==> src/rtl/core/threshold_monitor_with_suppression_assert.svh <==
// Assertion macros for the threshold monitor.
// Each macro takes a label, the clock, the reset, a condition and a consequence.
`ifndef THRESHOLD_MONITOR_WITH_SUPPRESSION_ASSERT_SVH
`define THRESHOLD_MONITOR_WITH_SUPPRESSION_ASSERT_SVH

`ifndef SYNTH

// Consequence must hold in the same cycle.
`define TMS_ASSERT_SAME(name, clk, rst, ante, cons) \
   name: assert property (@(posedge clk) disable iff (rst) (ante) |-> (cons)) \
      else $error("tms assertion failed");

// Consequence must hold in the next cycle.
`define TMS_ASSERT_NEXT(name, clk, rst, ante, cons) \
   name: assert property (@(posedge clk) disable iff (rst) (ante) |=> (cons)) \
      else $error("tms assertion failed");

`else

`define TMS_ASSERT_SAME(name, clk, rst, ante, cons)
`define TMS_ASSERT_NEXT(name, clk, rst, ante, cons)

`endif

`endif

==> src/rtl/core/tms_pkg.sv <==
`timescale 1ns / 1ps

package tms_pkg;

   localparam int NUM_COUNTED   = 5;
   localparam int NUM_SLOTS     = 6;
   localparam int CSR_ADDR_BITS = 6;
   localparam int CSR_DATA_BITS = 64;
   localparam int HOLD_BITS     = 16;

   // Channel codes
   localparam logic [2:0] CH_RTT        = 3'd0;
   localparam logic [2:0] CH_LOSS       = 3'd1;
   localparam logic [2:0] CH_CPU        = 3'd2;
   localparam logic [2:0] CH_GPU        = 3'd3;
   localparam logic [2:0] CH_FRAME_DROP = 3'd4;
   localparam logic [2:0] CH_ENC_LAG    = 3'd5;
   localparam logic [2:0] CH_RENDER_LAG = 3'd6;

   // Alert sources
   localparam logic [1:0] SRC_NETWORK = 2'd0;
   localparam logic [1:0] SRC_SYSTEM  = 2'd1;
   localparam logic [1:0] SRC_ENCODER = 2'd2;

   // Alert levels
   localparam logic LVL_WARNING  = 1'b0;
   localparam logic LVL_CRITICAL = 1'b1;

   // Register indexes (byte address = 8 * index)
   localparam logic [2:0] REG_HOLD_COUNT = 3'd5;

   // Fixed lag limits, Q16.16 milliseconds
   localparam logic [31:0] ENC_LAG_LIMIT    = 32'h0032_0000;
   localparam logic [31:0] RENDER_LAG_LIMIT = 32'h001E_0000;

   localparam int unsigned SUPPRESS_SECONDS = 300;

   typedef struct packed {
      logic [2:0]  channel;
      logic [31:0] reading;
      logic [31:0] frame_total;
      logic [31:0] now_seconds;
      logic        end_of_sample;
   } req_type;

   typedef struct packed {
      logic        alert_level;
      logic [1:0]  alert_source;
      logic [2:0]  alert_channel;
      logic [31:0] alert_value;
      logic [31:0] alert_time;
   } rsp_type;

   typedef struct packed {
      logic [NUM_COUNTED-1:0][63:0] limits;
      logic [HOLD_BITS-1:0]         hold_count;
   } cfg_type;

   // Limit check outcome; counted clear with over_warn set marks a lag warning.
   typedef struct packed {
      logic counted;
      logic over_crit;
      logic over_warn;
   } check_type;

   typedef struct packed {
      logic s2_load;
      logic s3_load;
   } pipe_ctl_type;

   function automatic logic [1:0] source_of(input logic [2:0] ch);
      logic [1:0] src;
      if (ch <= CH_LOSS) begin
         src = SRC_NETWORK;
      end else if (ch <= CH_GPU) begin
         src = SRC_SYSTEM;
      end else begin
         src = SRC_ENCODER;
      end
      return src;
   endfunction

endpackage

==> src/rtl/core/tms_alert_state.sv <==
`timescale 1ns / 1ps

module tms_alert_state #(
   parameter int TIME_BITS  = 32,
   parameter int COUNT_BITS = 16
) (
   input  logic                            clock,
   input  logic                            reset,
   input  logic                            valid,
   input  logic                            commit,
   input  tms_pkg::req_type                req,
   input  tms_pkg::check_type              chk,
   input  logic [tms_pkg::HOLD_BITS-1:0]   hold_count,
   output logic                            fire,
   output tms_pkg::rsp_type                rsp
);

   localparam int CMP_BITS = (COUNT_BITS > tms_pkg::HOLD_BITS) ?
                             COUNT_BITS : tms_pkg::HOLD_BITS;

   logic [tms_pkg::NUM_COUNTED-1:0][COUNT_BITS-1:0] count_ff, count_in;
   logic [TIME_BITS-1:0]                           clear_time_ff, clear_time_in;
   logic [tms_pkg::NUM_SLOTS-1:0][TIME_BITS-1:0]   raise_time_ff, raise_time_in;
   logic [tms_pkg::NUM_SLOTS-1:0]                  seen_ff, seen_in;

   logic [TIME_BITS-1:0]  now, since_raise, since_clear;
   logic [2:0]            cnt_idx;
   logic [COUNT_BITS-1:0] cnt_cur, cnt_next;
   logic                  violation, hold_met, want, level, suppressed, clear_due;
   logic [1:0]            src;
   logic [2:0]            slot;

   assign now     = TIME_BITS'(req.now_seconds);
   assign cnt_idx = chk.counted ? req.channel : tms_pkg::CH_RTT;
   assign cnt_cur = count_ff[cnt_idx];
   // saturate at all ones
   assign cnt_next = (&cnt_cur) ? cnt_cur : cnt_cur + COUNT_BITS'(1);

   assign violation = chk.counted & (chk.over_crit | chk.over_warn);
   assign hold_met  = CMP_BITS'(cnt_next) >= CMP_BITS'(hold_count);
   assign want      = (violation & hold_met) | (~chk.counted & chk.over_warn);
   assign level     = chk.counted & chk.over_crit;
   assign src       = tms_pkg::source_of(req.channel);
   assign slot      = {src, level};

   assign since_raise = now - raise_time_ff[slot];
   assign suppressed  = seen_ff[slot] &
                        (since_raise < TIME_BITS'(tms_pkg::SUPPRESS_SECONDS));
   assign fire        = valid & want & ~suppressed;

   assign since_clear = now - clear_time_ff;
   assign clear_due   = req.end_of_sample & (since_clear > TIME_BITS'(hold_count));

   always_comb begin
      count_in      = count_ff;
      clear_time_in = clear_time_ff;
      seen_in       = seen_ff;
      raise_time_in = raise_time_ff;
      if (commit && chk.counted) begin
         count_in[cnt_idx] = violation ? cnt_next : '0;
      end
      if (commit && fire) begin
         seen_in[slot]       = 1'b1;
         raise_time_in[slot] = now;
      end
      // periodic clear runs after this reading's update
      if (commit && clear_due) begin
         count_in      = '0;
         clear_time_in = now;
      end
   end

   always_ff @(posedge clock) begin
      if (reset) begin
         count_ff      <= '0;
         clear_time_ff <= '0;
         seen_ff       <= '0;
      end else begin
         count_ff      <= count_in;
         clear_time_ff <= clear_time_in;
         seen_ff       <= seen_in;
      end
   end

   always_ff @(posedge clock) begin
      raise_time_ff <= raise_time_in;
   end

   always_comb begin
      rsp.alert_level   = level;
      rsp.alert_source  = src;
      rsp.alert_channel = req.channel;
      rsp.alert_value   = req.reading;
      rsp.alert_time    = req.now_seconds;
   end

endmodule

==> config.mk <==
export PLATFORM = sky130hd
export DESIGN_NAME = tms_alert_state
export DESIGN_NICKNAME = d
export VERILOG_FILES = /design/src/rtl/core/threshold_monitor_with_suppression_assert.svh /design/src/rtl/core/tms_pkg.sv /design/src/rtl/core/tms_alert_state.sv
export SDC_FILE = /design/constraint.sdc
export NUM_CORES = 1
export LEC_CHECK = 0
export ABC_CLOCK_PERIOD_IN_PS = 9500
export BUFFER_PORTS_ARGS = -buffer_cell sky130_fd_sc_hd__buf_2
export CELL_PAD_IN_SITES_DETAIL_PLACEMENT = 2
export CELL_PAD_IN_SITES_GLOBAL_PLACEMENT = 2
export CORE_ASPECT_RATIO = 0.7
export CORE_MARGIN = 5
export CORE_UTILIZATION = 39
export DETAILED_ROUTE_END_ITERATION = 12
export PLACE_DENSITY_LB_ADDON = 0.1
export SLEW_MARGIN = 20
export SYNTH_ARGS = -nofsm -noshare
export SYNTH_HDL_FRONTEND = slang
export SYNTH_SLANG_ARGS = --single-unit
==> constraint.sdc <==
create_clock -name clock -period 9.5 [get_ports clock]
set_input_delay 1.425 -clock clock [delete_from_list [all_inputs] [get_ports clock]]
set_output_delay 1.425 -clock clock [all_outputs]
set_load 0.02 [all_outputs]
==> flow_metrics.py <==
metrics = {
    "clocking": {
        "htree_num_levels": 2,
        "clock_sinks": 310,
        "clk_path_buf_depth": 3,
        "cts_root_buffer": "clkbuf_16",
        "clk_latency_ns": 0.54,
        "numCtsBuffers": 34,
        "cts-hold-fix-buffers": 0,
        "cts.repair.resized": 0,
        "tritoncts": "done",
        "clk_pin_slew_worst_paths_ns": 0.06,
        "post_cts_buffers": 0,
    },
    "pwr": {
        "swShare_pct": 29.3,
        "internal_power_mw": 2.49,
        "seqPwrFrac_pct": 41.2,
        "vdd_drop_max_v": 0.0000894,
        "p_leak_nw": 7.59,
        "clock_power_share_pct": 39.5,
        "p_comb_share_pct": 19.3,
        "powerDensity_mw_per_mm2": 170,
        "p_sw_mw": 1.03,
    },
    "yosys": {
        "synth_warnings": 0,
        "synth.most_common_cell": "edfxtp_1",
        "synth_top_area_share_pct": 30.5,
        "synthTopCellsByCount": "edfxtp_1, nand2_1, dfxtp_1",
        "synth_seq_cells": 310,
        "synth_ff_type": "edfxtp_1",
        "avgSynthCellArea_um2": 10.1,
        "synth_nets": 2081,
        "async_flop_share_pct": 0,
        "synth-seq-area-share_pct": 43.0,
        "synth_edf_count": 192,
        "synthTopCellsByArea": "edfxtp_1, dfxtp_1, ha_1",
        "synth_top_area_cell": "edfxtp_1",
        "syn-cell-area_mm2": 0.0189,
        "synth_cell_types": 81,
        "synthCells": 1863,
    },
    "worst_setup_path": {
        "cp_max_fo": 17,
        "arrival_ns": 7.21,
        "critical_path_class": "primary input to output port",
        "worstSetupEndpointType": "output port",
        "cp-start-kind": "primary input",
        "r2r_slack_ns": 3.01,
        "required_ns": 8.08,
    },
    "timing": {
        "drv_slew": 0,
        "fmax_mhz": 116,
        "fin_crit_sh_pct": 90.9,
        "relSlewSlack_pct": 21.7,
        "fin_tns_setup_ns": 0,
        "rsz0062_at_grt": "no",
        "fin_crit_ns": 8.63,
        "hold_viol": 0,
        "worst_clock_skew_ns": 0.0199,
        "finalSetupViolations": 0,
        "worst_pin_slew_ns": 1.17,
        "holdWs_ns": 0.468,
    },
    "routing": {
        "finalWirelength_um": 66400,
        "wl_per_cell_um": 26.2,
        "vias": 15000,
        "drtIter0Drc": 1127,
        "antenna_left": 0,
        "via_per_inst": 5.90,
        "drc_errors": 0,
        "first_pass_iters": 8,
    },
    "die": {
        "die_w_um": 273,
        "initial_utilization_pct": 39.5,
        "io_pins": 194,
        "row_count": 67,
        "die_h_um": 194,
        "dieArea_mm2": 0.0530,
        "coreArea_mm2": 0.0479,
    },
    "place": {
        "dpl.hpwl_um": 47700,
        "globalplace.congestion": 0.849,
        "numPortBuffers": 97,
    },
    "global_routing": {
        "overflow": 0,
        "antenna_found_initial": 4,
        "grt_max_degree": 98,
        "grt_pass1_wl_um": 101000,
        "grt.total_usage_pct": 24.6,
        "grt_pass1_vias": 16200,
    },
    "layout": {
        "area_delta_synth_final_pct": 9.42,
        "fillCellCount": 5004,
        "fin_nets": 2074,
        "drive_above_1_share_pct": 17.5,
        "register_area_mm2": 0.00813,
        "final_core_util_pct": 43.2,
        "multi_input_area_mm2": 0.00950,
    },
    "worst_hold_path": {
        "hold_path_class": "flop to flop",
    },
    "status": {
        "run_status": "complete, no violations",
    },
    "job": {
        "drv_cap": 0,
    },
}
## worst max-delay path, stage by stage
cell,delay [ns]
buf_2,0.35
nand2b_1,0.10
buf_4,0.20
inv_2,0.43
mux4_2,0.38
o21ai_0,0.51
ha_1,0.49
nand2_1,0.20
o21a_1,0.26
a311oi_1,0.57
o21ai_0,0.18
or4_1,0.43
a2111oi_0,0.59
and4_1,0.29
nand4_1,0.24
o211ai_1,0.27
nor2_1,0.09
buf_2,0.17
## cell usage in the layout, fill, tap and decap left out, drive strengths merged, types with 17 or more instances in the layout
cell,count
edfxtp,192
nand2,152
buf,135
nor3,123
dfxtp,118
a21oi,115
o21ai,105
ha,94
nand2b,90
inv,79
nor2,78
mux2i,70
nand3,60
a22oi,49
clkbuf,45
mux4,31
nand4,30
xnor2,28
a21o,21
xor2,20
nor4,17
## flip-flops by register name (all words and copies together), names as in the netlist
name and cells:
clear_time_ff 32, count_ff 80, raise_time_ff 192, seen_ff 6
## power by group through the flow
stage               Sequential, mW  Combinational (mW)  Clock, mW
floorplan                     1.48               0.466          0
global placement              1.48               0.643          0
finish                        1.45               0.679       1.39
detailed placement            1.48               0.667          0
CTS                           1.45               0.673       1.42
global route                  1.45               0.736       1.48
## per-stage QoR
stage | std cells | setup WS (ns) | power, mW | instance area, um^2
after floorplan | 1863 | 1.25 | 1.94 | 18900
after global placement | 2475 | 1.17 | 2.12 | 19500
after detailed placement | 2475 | 1.08 | 2.14 | 19500
after CTS | 2537 | 1.07 | 3.54 | 20700
after global routing | 2537 | 0.672 | 3.67 | 20700
final | 2539 | 0.865 | 3.51 | 20700
## area by class of cell
type | count | area share, %
multi-input cells | 1296 | 45.9
flip-flops and latches | 310 | 39.3
clock buffers | 45 | 4.62
well taps | 655 | 3.96
repair buffers | 135 | 3.82
inverters | 79 | 1.43
clock inverters | 17 | 0.872
diodes | 2 | 0.0242
## routing by layer
metal / routed length (um) / GRT usage [%] / vias to the layer above
met1: 33200 / 37.6 / 7752
li1: - / - / 6837
met2: 28700 / 37.3 / 346
met3: 3710 / 4.19 / 51
met4: 822 / 3.77 / 0
met5: 0 / 0 / -
## kinds of logic (layout without fill, tap and decap cells)
group / count (synthesis) / count (layout) / synth area share [%]
flip-flops: 310 / 310 / 43.0
other: 0 / 2 / 0
adder cells (fa/ha/maj): 95 / 95 / 6.33
AND/OR/NAND/NOR: 605 / 605 / 18.2
buffers and inverters: 257 / 276 / 6.99
multiplexers: 111 / 111 / 8.00
AO/OA/AOI/OAI: 437 / 437 / 15.2
XOR/XNOR: 48 / 48 / 2.27
## path summary, 6_finish.rpt
path / start / end / cells after the start
setup / recovery: req[98] / fire / 18
hold / removal: seen_ff[4]$_SDFFE_PP0P_ / seen_ff[4]$_SDFFE_PP0P_ / 2
setup reg to reg: count_ff[16]$_SDFFE_PP0P_ / raise_time_ff[28]$_DFFE_PP_ / 23
hold reg to reg: seen_ff[4]$_SDFFE_PP0P_ / seen_ff[4]$_SDFFE_PP0P_ / 2
No activity file was read; power rests on OpenSTA's default activity.
