**src/rtl/core/threshold_monitor_with_suppression_assert.svh**
```systemverilog
// Assertion macros for the threshold monitor.
// Each macro takes a label, the clock, the reset, a condition and a consequence.
`ifndef THRESHOLD_MONITOR_WITH_SUPPRESSION_ASSERT_SVH
`define THRESHOLD_MONITOR_WITH_SUPPRESSION_ASSERT_SVH

`ifndef SYNTH

// Consequence must hold in the same cycle.
`define TMS_ASSERT_SAME(name, clk, rst, ante, cons) \
   name: assert property (@(posedge clk) disable iff (rst) (ante) |-> (cons)) \
      else $error("tms assertion failed");

// Consequence must hold in the next cycle.
`define TMS_ASSERT_NEXT(name, clk, rst, ante, cons) \
   name: assert property (@(posedge clk) disable iff (rst) (ante) |=> (cons)) \
      else $error("tms assertion failed");

`else

`define TMS_ASSERT_SAME(name, clk, rst, ante, cons)
`define TMS_ASSERT_NEXT(name, clk, rst, ante, cons)

`endif

`endif

```
**src/rtl/core/tms_pkg.sv**
```systemverilog
`timescale 1ns / 1ps

package tms_pkg;

   localparam int NUM_COUNTED   = 5;
   localparam int NUM_SLOTS     = 6;
   localparam int CSR_ADDR_BITS = 6;
   localparam int CSR_DATA_BITS = 64;
   localparam int HOLD_BITS     = 16;

   // Channel codes
   localparam logic [2:0] CH_RTT        = 3'd0;
   localparam logic [2:0] CH_LOSS       = 3'd1;
   localparam logic [2:0] CH_CPU        = 3'd2;
   localparam logic [2:0] CH_GPU        = 3'd3;
   localparam logic [2:0] CH_FRAME_DROP = 3'd4;
   localparam logic [2:0] CH_ENC_LAG    = 3'd5;
   localparam logic [2:0] CH_RENDER_LAG = 3'd6;

   // Alert sources
   localparam logic [1:0] SRC_NETWORK = 2'd0;
   localparam logic [1:0] SRC_SYSTEM  = 2'd1;
   localparam logic [1:0] SRC_ENCODER = 2'd2;

   // Alert levels
   localparam logic LVL_WARNING  = 1'b0;
   localparam logic LVL_CRITICAL = 1'b1;

   // Register indexes (byte address = 8 * index)
   localparam logic [2:0] REG_HOLD_COUNT = 3'd5;

   // Fixed lag limits, Q16.16 milliseconds
   localparam logic [31:0] ENC_LAG_LIMIT    = 32'h0032_0000;
   localparam logic [31:0] RENDER_LAG_LIMIT = 32'h001E_0000;

   localparam int unsigned SUPPRESS_SECONDS = 300;

   typedef struct packed {
      logic [2:0]  channel;
      logic [31:0] reading;
      logic [31:0] frame_total;
      logic [31:0] now_seconds;
      logic        end_of_sample;
   } req_type;

   typedef struct packed {
      logic        alert_level;
      logic [1:0]  alert_source;
      logic [2:0]  alert_channel;
      logic [31:0] alert_value;
      logic [31:0] alert_time;
   } rsp_type;

   typedef struct packed {
      logic [NUM_COUNTED-1:0][63:0] limits;
      logic [HOLD_BITS-1:0]         hold_count;
   } cfg_type;

   // Limit check outcome; counted clear with over_warn set marks a lag warning.
   typedef struct packed {
      logic counted;
      logic over_crit;
      logic over_warn;
   } check_type;

   typedef struct packed {
      logic s2_load;
      logic s3_load;
   } pipe_ctl_type;

   function automatic logic [1:0] source_of(input logic [2:0] ch);
      logic [1:0] src;
      if (ch <= CH_LOSS) begin
         src = SRC_NETWORK;
      end else if (ch <= CH_GPU) begin
         src = SRC_SYSTEM;
      end else begin
         src = SRC_ENCODER;
      end
      return src;
   endfunction

endpackage

```
**src/rtl/core/tms_csr.sv**
```systemverilog
`timescale 1ns / 1ps

module tms_csr (
   input  logic                                  clock,
   input  logic                                  reset,
   input  logic                                  psel,
   input  logic                                  penable,
   input  logic                                  pwrite,
   input  logic [tms_pkg::CSR_ADDR_BITS-1:0]     paddr,
   input  logic [tms_pkg::CSR_DATA_BITS-1:0]     pwdata,
   output logic [tms_pkg::CSR_DATA_BITS-1:0]     prdata,
   output logic                                  pready,
   output tms_pkg::cfg_type                      cfg
);

   tms_pkg::cfg_type cfg_ff, cfg_in;
   logic [2:0]       idx;
   logic             wr_en;

   assign idx    = paddr[5:3];
   assign wr_en  = psel & penable & pwrite;
   assign pready = 1'b1;
   assign cfg    = cfg_ff;

   always_comb begin
      cfg_in = cfg_ff;
      if (wr_en) begin
         priority if (idx < 3'(tms_pkg::NUM_COUNTED)) begin
            cfg_in.limits[idx] = pwdata;
         end else if (idx == tms_pkg::REG_HOLD_COUNT) begin
            cfg_in.hold_count = pwdata[tms_pkg::HOLD_BITS-1:0];
         end
      end
   end

   always_comb begin
      priority if (idx < 3'(tms_pkg::NUM_COUNTED)) begin
         prdata = cfg_ff.limits[idx];
      end else if (idx == tms_pkg::REG_HOLD_COUNT) begin
         prdata = tms_pkg::CSR_DATA_BITS'(cfg_ff.hold_count);
      end else begin
         prdata = '0;
      end
   end

   always_ff @(posedge clock) begin
      if (reset) begin
         cfg_ff <= '0;
      end else begin
         cfg_ff <= cfg_in;
      end
   end

endmodule

```
**config.mk**
```make
export PLATFORM = sky130hd
export DESIGN_NAME = tms_csr
export DESIGN_NICKNAME = d
export VERILOG_FILES = /design/src/rtl/core/threshold_monitor_with_suppression_assert.svh /design/src/rtl/core/tms_pkg.sv /design/src/rtl/core/tms_csr.sv
export SDC_FILE = /design/constraint.sdc
export NUM_CORES = 1
export LEC_CHECK = 0
export BUFFER_PORTS_ARGS = -buffer_cell sky130_fd_sc_hd__buf_2
export CORE_ASPECT_RATIO = 1.25
export CORE_MARGIN = 2
export CORE_UTILIZATION = 40
export DETAILED_ROUTE_END_ITERATION = 7
export SYNTH_ARGS = -nofsm -noshare
export SYNTH_HDL_FRONTEND = slang
export SYNTH_SLANG_ARGS = --single-unit
```
**constraint.sdc**
```tcl
create_clock -name clock -period 1.72 [get_ports clock]
set_input_delay 0.258 -clock clock [delete_from_list [all_inputs] [get_ports clock]]
set_output_delay 0.258 -clock clock [all_outputs]
set_load 0.1 [all_outputs]
```
==> results of run 1 <==
## logic make-up (layout without fill, tap and decap cells)
logic type	count (synthesis)	count (layout)
other	1	8
flip-flops	336	336
AO/OA/AOI/OAI	139	139
buffers and inverters	121	716
AND/OR/NAND/NOR	425	425
multiplexers	419	419
## cells in the final DEF (no fill, tap or decap), types with 6 or more instances in the layout
master and n:
dfxtp_4 55, dfxtp_2 281, clkbuf_1 9, a221o_2 17, a221o_4 30, clkinv_2 6
mux2i_1 385, clkbuf_8 7, buf_12 111, clkbuf_4 6, nand2b_1 401, o2bb2ai_1 42
mux2_2 11, clkbuf_16 37, a21oi_4 8, o21ai_4 6, buf_2 397, diode_2 7
a221oi_2 6, mux2_4 15, buf_4 126, a22oi_2 12
## report_power, final
group / switching, mW / internal (mW)
Clock: 3.13 / 4.35
Sequential: 0.0567 / 7.76
Combinational: 1.28 / 0.739
Total: 4.47 / 12.9
## critical path, stage by stage, from the launching register on
cell and delay (ns):
dfxtp_4 0.35, mux2_4 0.27, a221oi_2 0.24, buf_4 0.16
a21oi_4 0.04, buf_12 0.18
## final cells by class
type | instances | area (sq um) | share of cell area (%)
multi-input combinational | 984 | 9030 | 38.4
clock inverter | 11 | 80.1 | 0.341
inverter | 2 | 7.51 | 0.0320
timing repair buffer | 651 | 5420 | 23.1
clock buffer | 52 | 1040 | 4.44
tap | 492 | 616 | 2.62
antenna | 7 | 17.5 | 0.0746
sequential | 336 | 7280 | 31.0
## repair_timing
| action | in CTS | in global routing |
|---|---|---|
| endpoints found under the setup margin | 64 | 66 |
| pin swaps | 32 | 25 |
| resized for setup | 153 | 20 |
| gates cloned | 4 | 0 |
| hold endpoints to repair | 0 | 0 |
| setup buffers | 77 | 10 |
## per-stage QoR
| stage | worst slack [ns] | cells | area (sq um) | setup TNS [ns] | utilization (%) |
|---|---|---|---|---|---|
| floorplan | -0.111 | 1441 | 16700 | -0.290 | - |
| global placement | -0.295 | 2375 | 20800 | -34.85 | 54.5 |
| detailed placement | -0.308 | 2375 | 20800 | -39.07 | 54.5 |
| CTS | -0.272 | 2518 | 23300 | -10.47 | 61.0 |
| finish | -0.285 | 2535 | 23500 | -9.13 | 61.4 |
| global route | -0.354 | 2533 | 23500 | -12.72 | 61.4 |
## final timing paths
| path | depth (start not counted) | endpoint | start |
|---|---|---|---|
| hold / removal | 3 | cfg[234] | pwdata[26] |
| setup / recovery | 5 | prdata[2] | cfg[18] |
| hold reg to reg | 2 | cfg[140] | cfg[140] |
| setup reg to reg | 4 | cfg[20] | cfg[20] |
## metal layers
layer  GRT usage [%]  routed length, um  up-vias
li1                -                  -     6217
met1            31.9              22800     6542
met2            47.8              28200      458
met3            4.80               3030      101
met4            9.37               1800        2
met5               0                  7        -
==> summary.txt, run 1 <==
Setup path
  – WS Path Type: flip-flop to output pin
  – Crit. End Element: output pin
  – Arrival time worst endpoint: 1.75 ns
  – Reg-to-reg setup timing slack: 0.87 ns
  – Critical Path RT: 1.46 ns
  – Startpoint types: flip-flop
  – CP max FO: 3

Clock network
  – CTS Buffer Depth: 3
  – H-tree depth: 2
  – Clk root buf: clkbuf_16
  – Insertion delay to the later sink of the worst-skew pair: 0.51 ns
  – Clock sinks: 336
  – CTS tree: built
  – Hold_buf cts: 0
  – CTS buffer count: 35
  – Clock transition at path regs: 0.06 ns

Synth
  – Largest family of logic cells by synthesized area: multiplexers
  – Synth top area share: 43.4%
  – Cell taking the most area after synthesis: dfxtp_1
  – Synth Instances: 1441
  – Distinct cells, synth: 35
  – Synth cell count leaders: 402 x nand2b_1, 392 x mux2i_1, 336 x dfxtp_1
  – Post-synth EDFFs: 0
  – Post-Syn Area: 15500 sq um
  – Count leader, synth: nand2b_1
  – Seq/Total Area, Yosys: 43.4%
  – Syn Area/Cell: 10.8 sq um
  – Synth Area in XOR/XNOR: 0%
  – Synth Area in Simple Gates: 17.2%
  – FFs w/ async S/R, synth: 0%
  – Complex-gate fraction of the synthesized area: 7.74%
  – FF+latch count, synth: 336
  – Top cells by area, synth: dfxtp_1 43%, mux2i_1 25%, nand2b_1 16%
  – Multiplexer share of the synthesized area: 27.3%
  – Mapped Nets: 1516
  – Fraction of the mapped netlist area in adder cells: 0%
  – Synth warn: 0
  – Main flop type after synthesis: dfxtp_1

Floorplan
  – Die Ht: 224 um
  – Row count: 80
  – Die width: 180 um
  – CORE AREA: 38200 sq um
  – Die area: 40400 sq um
  – Initial Util: 40.6%
  – Boundary Pins: 476

Timing
  – PnR worst setup slack: -0.285 ns
  – Final worst path period share: 117%
  – Final setup fails: 64
  – Fin. Hold Viols: 0
  – Unrepaired setup endpoints after global routing: yes
  – Fin crit period: 2.00 ns
  – Worst relative slew slack: 63.1%
  – Hold Slack: 0.0969 ns
  – Max-slew violations: 0
  – Worst-Margin Slew: 0.557 ns
  – Final setup skew: 0 ns
  – Achievable clock frequency: 0.499 GHz

Placement
  – Dpl hpwl: 38000 um
  – GPL Wtd Cong: 0.846
  – PortBufs: 471

Run
  – Maxcap violations: 0

Route
  – Via density: 5.25
  – DR vias: 13300
  – Wire per inst: 22.0 um
  – Starting DRT DRC Count: 706
  – Post-Route WL: 55900 um
  – DR DRC count: 0
  – Pre-Repair DR Iteration Count: 5
  – ANT nets after route: 0

Pwr
  – Final Power: 17.3 mW
  – Worst IR Drop VDD: 0.654 mV
  – Static Leakage: 11.8 nW
  – PD cells: 737 nW/um^2

Layout
  – Max reg flops: 336
  – Layout fillers: 3151
  – # nets final: 2085
  – Synth-to-Final Area Change: 51.5%
  – Layout cell share with drive strength beyond 1: 58.2%

Global route
  – Vias in the first global route: 13600
  – Initial antenna violation count: 8
  – First-pass GRT wire length: 83900 um
  – Largest net degree at the start of global routing: 101
  – Tot GR Track Use: 26.6%
  – GRT overflow: 0

Outcome
  – Failing checks: negative setup slack
  – Status: complete, but fails checks

Hold path
  – Hold Path Class: primary input to flip-flop
Note: power is estimated with default switching activity, not from simulation.
==> run 2: changes to the inputs <==
==> constraint.sdc (replaced) <==
create_clock -name clock -period 1.72 [get_ports clock]
set_input_delay 0.086 -clock clock [delete_from_list [all_inputs] [get_ports clock]]
set_output_delay 0.086 -clock clock [all_outputs]
set_load 0.1 [all_outputs]
==> summary.txt, run 2 (synthesized netlist as in run 1, its figures left out) <==
Route
  – Post-Route WL: 53300 um (-4.5%)
  – ANT nets after route: 0 (unchanged)
  – DR DRC count: 0 (unchanged)
  – Via density: 5.21 (-0.79%)
  – DR vias: 13000 (-2.5%)
  – Starting DRT DRC Count: 633 (-10%)
  – Wire per inst: 21.4 um (-2.9%)
  – Pre-Repair DR Iteration Count: 5 (unchanged)

Layout
  – Max reg flops: 336 (unchanged)
  – Fin area: 22400 sq um (-4.8%)
  – # nets final: 2055 (-1.4%)
  – Most frequent cells in the layout: 405 x buf_2, 401 x nand2b_1, 390 x mux2i_1
  – Synth-to-Final Area Change: 44.3%
  – Layout cell share with drive strength beyond 1: 46.7% (-11 points)
  – Commonest non-fill, non-tap cell in the layout: buf_2
  – # diodes: 0 (-7)

Pwr
  – PD cells: 780 nW/um^2 (+5.8%)
  – Sw frac: 25.3% (-0.54 points)
  – Sequential fraction of design power: 45.2% (about the same)
  – Worst IR Drop VDD: 0.590 mV (-9.7%)
  – Comb pwr share: 11.2% (-0.5 points)
  – Int Power: 13.0 mW (+1.5%)
  – Final Power: 17.5 mW (+0.73%)
  – Static Leakage: 11.2 nW (-5.0%)
  – Psw: 4.41 mW (-1.4%)
  – Clk pwr share: 43.6% (+0.4 points)

Timing
  – Final setup fails: 7 (-89%)
  – Final worst path period share: 104% (-12 points)
  – Worst relative slew slack: 63.0% (-0.069 points)
  – Max-slew violations: 0 (unchanged)
  – Achievable clock frequency: 0.556 GHz (+12%)
  – PnR worst setup slack: -0.0771 ns (+0.208 ns)
  – Hold Slack: 0.0130 ns (-0.0839 ns)
  – Fin crit period: 1.80 ns (-0.208 ns)
  – Unrepaired setup endpoints after global routing: yes
  – Final setup skew: 0 ns (unchanged)
  – Setup TNS: -0.274 ns (+8.85 ns)
  – Worst-Margin Slew: 0.558 ns (+0.00104 ns)
  – Fin. Hold Viols: 0 (unchanged)

Floorplan
  – Die area: 40400 sq um (unchanged)
  – Die width: 180 um (unchanged)
  – Boundary Pins: 476 (unchanged)
  – Die Ht: 224 um (unchanged)
  – CORE AREA: 38200 sq um (unchanged)
  – Initial Util: 40.6% (unchanged)
  – Row count: 80 (unchanged)

Global route
  – First-pass GRT wire length: 80900 um (-3.6%)
  – GRT overflow: 0 (unchanged)
  – Tot GR Track Use: 25.4% (-1.3 points)
  – Vias in the first global route: 13400 (-1.2%)
  – Initial antenna violation count: 2 (-6)
  – Largest net degree at the start of global routing: 105 (+4.0%)

Placement
  – GPL Wtd Cong: 0.847 (+0.12%)
  – Placed inst area: 20200 sq um (-3.1%)
  – Pre-CTS setup slack: 0.0410 ns (+0.349 ns)
  – PortBufs: 471 (unchanged)
  – Dpl hpwl: 37200 um (-2.0%)

Hold path
  – Worst Hold Path Cells: 3 (unchanged)
  – Hold Path Class: primary input to flip-flop
  – Hold Crit Start: pwdata[3]
  – Hold Path Sink: cfg[211]

Setup path
  – CP max FO: 2 (-1)
  – RR Endpoint: cfg[154]
  – FF-to-FF Start: cfg[154]
  – Reg2Reg Depth: 3 (-1)
  – Critical Path RT: 1.63 ns (+0.17 ns)
  – Crit. End Element: output pin
  – WS Path Type: flip-flop to output pin
  – Startpoint types: flip-flop
  – Reg-to-reg setup timing slack: 0.98 ns (+0.11 ns)
  – Arrival time worst endpoint: 1.71 ns (-0.04 ns)

Clock network
  – CTS tree: built
  – Clock sinks: 336 (unchanged)
  – Clock transition at path regs: 0.06 ns (about the same)
  – CTS Buffer Depth: 3 (unchanged)
  – CTS buffer count: 36 (+2.9%)
  – H-tree depth: 2 (unchanged)
  – Insertion delay to the later sink of the worst-skew pair: 0.51 ns (about the same)
  – Clk root buf: clkbuf_16

Outcome
  – Failing checks: negative setup slack
  – Status: complete, but fails checks

Run
  – Maxcap violations: 0 (unchanged)
## run 2: cell count changes in the layout (fill, tap and decap cells not counted), moves of 53 or more
| cell | previous run | this run |
|---|---|---|
| dfxtp_4 | 55 | 2 |
| buf_4 | 126 | 59 |
| dfxtp_1 | 0 | 146 |
| dfxtp_2 | 281 | 188 |
| dlygate4sd3_1 | 0 | 58 |
## run 2: power groups by stage
| stage | Clock (mW) | Sequential (mW) | Combinational, mW |
|---|---|---|---|
| after detailed placement | 0 | 8.07 | 1.80 |
| after global routing | 8.09 | 7.89 | 2.03 |
| after global placement | 0 | 8.07 | 1.79 |
| final | 7.61 | 7.89 | 1.95 |
| after CTS | 7.77 | 7.89 | 1.95 |
| after floorplan | 0 | 8.47 | 0.828 |
## run 2: repair_timing
| item | 4_1_cts | 5_1_grt |
|---|---|---|
| hold buffers | 58 | 0 |
| pin swaps | 9 | 13 |
| buffers inserted | 14 | 11 |
| endpoints found under the setup margin | 17 | 35 |
| gates cloned | 0 | 0 |
| gates resized for setup | 55 | 8 |
| endpoints found under the hold margin | 291 | 0 |
## run 2: worst max path at each step
stage                        start  slack (ns)          to  depth (start not counted)
after floorplan           cfg[284]        0.02  prdata[12]                          3
after global placement    paddr[5]        0.07   prdata[3]                          6
after detailed placement  paddr[5]        0.04  prdata[14]                          6
after CTS                 cfg[272]       -0.07   prdata[0]                          5
after global routing       cfg[17]       -0.14   prdata[1]                          5
final                      cfg[17]       -0.08   prdata[1]                          5
## run 2: worst max-delay path, cell delays in order (launching register included)
cell and delay (ns):
dfxtp_2 0.32, mux2_4 0.27, a221oi_2 0.23, buf_4 0.16, a21oi_4 0.04, buf_12 0.18
## run 2: final cells by class
cell class	instances	area, sq um
inverters	2	7.51
well taps	492	616
clock inverters	7	85.1
repair buffers	620	5000
fillers	3293	15900
flip-flops and latches	336	6970
multi-input cells	984	8640
clock buffers	51	1050
## run 2: layer usage
layer	track usage [%]	up-vias	routed length, um
met5	0	-	14
met3	5.50	93	3030
met4	9.29	4	1770
met2	44.6	423	26400
met1	30.5	6347	22100
li1	-	6124	-
## run 2: per-stage QoR
stage	std cells	utilization [%]
floorplan	1441	-
global placement	2351	52.8
detailed placement	2351	52.8
CTS	2481	58.2
global route	2492	58.5
finish	2492	58.5
==> run 3: changes to the inputs <==
--- a/config.mk
+++ b/config.mk
@@ -8,6 +8,9 @@
 export BUFFER_PORTS_ARGS = -buffer_cell sky130_fd_sc_hd__buf_2
+export CELL_PAD_IN_SITES_DETAIL_PLACEMENT = 1
+export CELL_PAD_IN_SITES_GLOBAL_PLACEMENT = 2
 export CORE_ASPECT_RATIO = 1.25
-export CORE_MARGIN = 2
-export CORE_UTILIZATION = 40
+export CORE_MARGIN = 4
+export CORE_UTILIZATION = 32
 export DETAILED_ROUTE_END_ITERATION = 7
+export PLACE_DENSITY_LB_ADDON = 0.1
 export SYNTH_ARGS = -nofsm -noshare
==> constraint.sdc (replaced) <==
create_clock -name clock -period 1.72 [get_ports clock]
set_input_delay 0.344 -clock clock [delete_from_list [all_inputs] [get_ports clock]]
set_output_delay 0.344 -clock clock [all_outputs]
set_load 0.1 [all_outputs]
==> summary.txt, run 3 (synthesized netlist as in run 1, its figures left out) <==
Outcome
  – Status: complete, but fails checks
  – Failing checks: negative setup slack

Setup path
  – RR Endpoint: cfg[30]
  – Worst setup endpoint: prdata[2]
  – Reg-to-reg setup timing slack: 0.89 ns (-0.09 ns)
  – Reg2Reg Depth: 4 (+1)
  – Critical Path RT: 1.38 ns (-0.25 ns)
  – Arrival time worst endpoint: 1.71 ns (about the same)
  – WS Path Type: flip-flop to output pin
  – CP max FO: 2 (unchanged)
  – Crit. End Element: output pin
  – FF-to-FF Start: cfg[30]
  – Crit path from: cfg[274]
  – Startpoint types: flip-flop

Global route
  – Initial antenna violation count: 6 (+4)
  – Largest net degree at the start of global routing: 68 (-35%)
  – Vias in the first global route: 14700 (+9.1%)
  – GRT overflow: 0 (unchanged)
  – Tot GR Track Use: 23.6% (-1.8 points)
  – First-pass GRT wire length: 94500 um (+17%)

Layout
  – Layout fillers: 5077 (+54%)
  – Most frequent cells in the layout: 400 x nand2b_1, 372 x mux2i_1, 329 x dfxtp_2
  – Footprint of the multi-input gates: 9350 sq um (+8.2%)
  – Layout cell share with drive strength beyond 1: 61.0% (+14 points)
  – Synth-to-Final Area Change: 60.2%
  – Register area: 7160 sq um (+2.8%)
  – Max reg flops: 336 (unchanged)
  – Non-filler cells, final: 2713 (+8.9%)
  – Commonest non-fill, non-tap cell in the layout: nand2b_1
  – # nets final: 2120 (+3.2%)

Timing
  – Final setup skew: 0 ns (unchanged)
  – Achievable clock frequency: 0.487 GHz (-12%)
  – Fin crit period: 2.05 ns (+0.255 ns)
  – Unrepaired setup endpoints after global routing: yes
  – PnR worst setup slack: -0.332 ns (-0.255 ns)
  – Worst-Margin Slew: 0.544 ns (-0.0143 ns)
  – Fin. Hold Viols: 0 (unchanged)
  – Final setup fails: 64 (+57)
  – Max-slew violations: 0 (unchanged)
  – Final worst path period share: 119% (+15 points)
  – Worst relative slew slack: 64.0% (+0.95 points)

Floorplan
  – Die Ht: 254 um (+13%)
  – CORE AREA: 47500 sq um (+24%)
  – Row count: 89 (+11%)
  – Die width: 205 um (+14%)
  – Die area: 52100 sq um (+29%)
  – Initial Util: 32.6% (-7.9 points)
  – Boundary Pins: 476 (unchanged)

Pwr
  – Worst IR Drop VDD: 0.527 mV (-11%)
  – Final Power: 18.4 mW (+5.5%)
  – Static Leakage: 12.2 nW (+8.2%)
  – PD cells: 742 nW/um^2 (-4.9%)

Clock network
  – Clk root buf: clkbuf_16
  – H-tree depth: 2 (unchanged)
  – CTS Buffer Depth: 3 (unchanged)
  – CTS tree: built
  – Clock transition at path regs: 0.07 ns (about the same)
  – Insertion delay to the later sink of the worst-skew pair: 0.52 ns (about the same)
  – CTS buffer count: 39 (+8.3%)
  – Clock sinks: 336 (unchanged)

Route
  – DR DRC count: 0 (unchanged)
  – Post-Route WL: 65200 um (+22%)
  – Via density: 5.01 (-3.8%)
  – DR vias: 13600 (+4.7%)
  – Starting DRT DRC Count: 487 (-23%)
  – ANT nets after route: 0 (unchanged)
  – Wire per inst: 24.0 um (+12%)
  – Pre-Repair DR Iteration Count: 4 (-1)

Placement
  – PortBufs: 471 (unchanged)
  – Pre-CTS setup slack: -0.471 ns (-0.512 ns)
  – Placed cells: 2525 (+7.4%)
  – Dpl hpwl: 44400 um (+19%)
  – GPL Wtd Cong: 0.807 (-4.7%)

Run
  – Maxcap violations: 0 (unchanged)

Hold path
  – Hold Path Class: primary input to flip-flop
==> run 3: repair_timing <==
action,4_1_cts,5_1_grt
hold buffers,0,0
buffers inserted,81,27
gates cloned,8,6
setup endpoints to repair,97,94
gates resized for setup,169,72
pin swaps,34,22
==> run 3: metal layers <==
| metal | share of wire (%) | global-route usage (%) |
|---|---|---|
| met3 | 5.4 | 5.08 |
| met5 | 0.041 | 0 |
| met1 | 41 | 28.9 |
| met4 | 2.9 | 7.41 |
| met2 | 50 | 41.6 |
==> run 3: power breakdown <==
group / total, mW / switching [mW] / internal (mW)
clock: 8.28 / 3.37 / 4.91
sequential: 7.89 / 0.0584 / 7.84
combinational: 2.24 / 1.38 / 0.857
==> run 3: worst min-delay path by stage <==
stage	start	to	cells after the start	slack, ns
after detailed placement	cfg[257]	cfg[257]	2	0.47
after global routing	pwdata[60]	cfg[76]	3	0.17
after floorplan	pwdata[16]	cfg[160]	2	0.58
after global placement	cfg[1]	cfg[1]	2	0.46
final	pwdata[43]	cfg[251]	3	0.17
after CTS	pwdata[43]	cfg[251]	3	0.16
==> run 3: stage by stage <==
stage | util [%] | area (sq um) | setup TNS (ns) | hold WS, ns
final | 52.2 | 24800 | -16.12 | 0.174
after global routing | 52.2 | 24800 | -19.14 | 0.172
after CTS | 51.2 | 24400 | -18.48 | 0.155
after detailed placement | 45.5 | 21600 | -38.45 | 0.473
after global placement | 45.5 | 21600 | -37.61 | 0.462
after floorplan | - | 17000 | -4.50 | 0.578
==> run 3: critical path, cell delays in order (launching register included) <==
cell	delay [ns]
dfxtp_2	0.33
mux2_4	0.26
a221oi_2	0.23
buf_4	0.16
a21oi_4	0.03
buf_12	0.17
==> run 3: area by class of cell <==
class	instances	share of cell area (%)
clock buffers	56	4.60
inverters	2	0.0302
repair buffers	682	25.1
multi-input cells	984	37.7
clock inverters	11	0.458
well taps	637	3.21
flip-flops and latches	336	28.8
diodes	5	0.0504
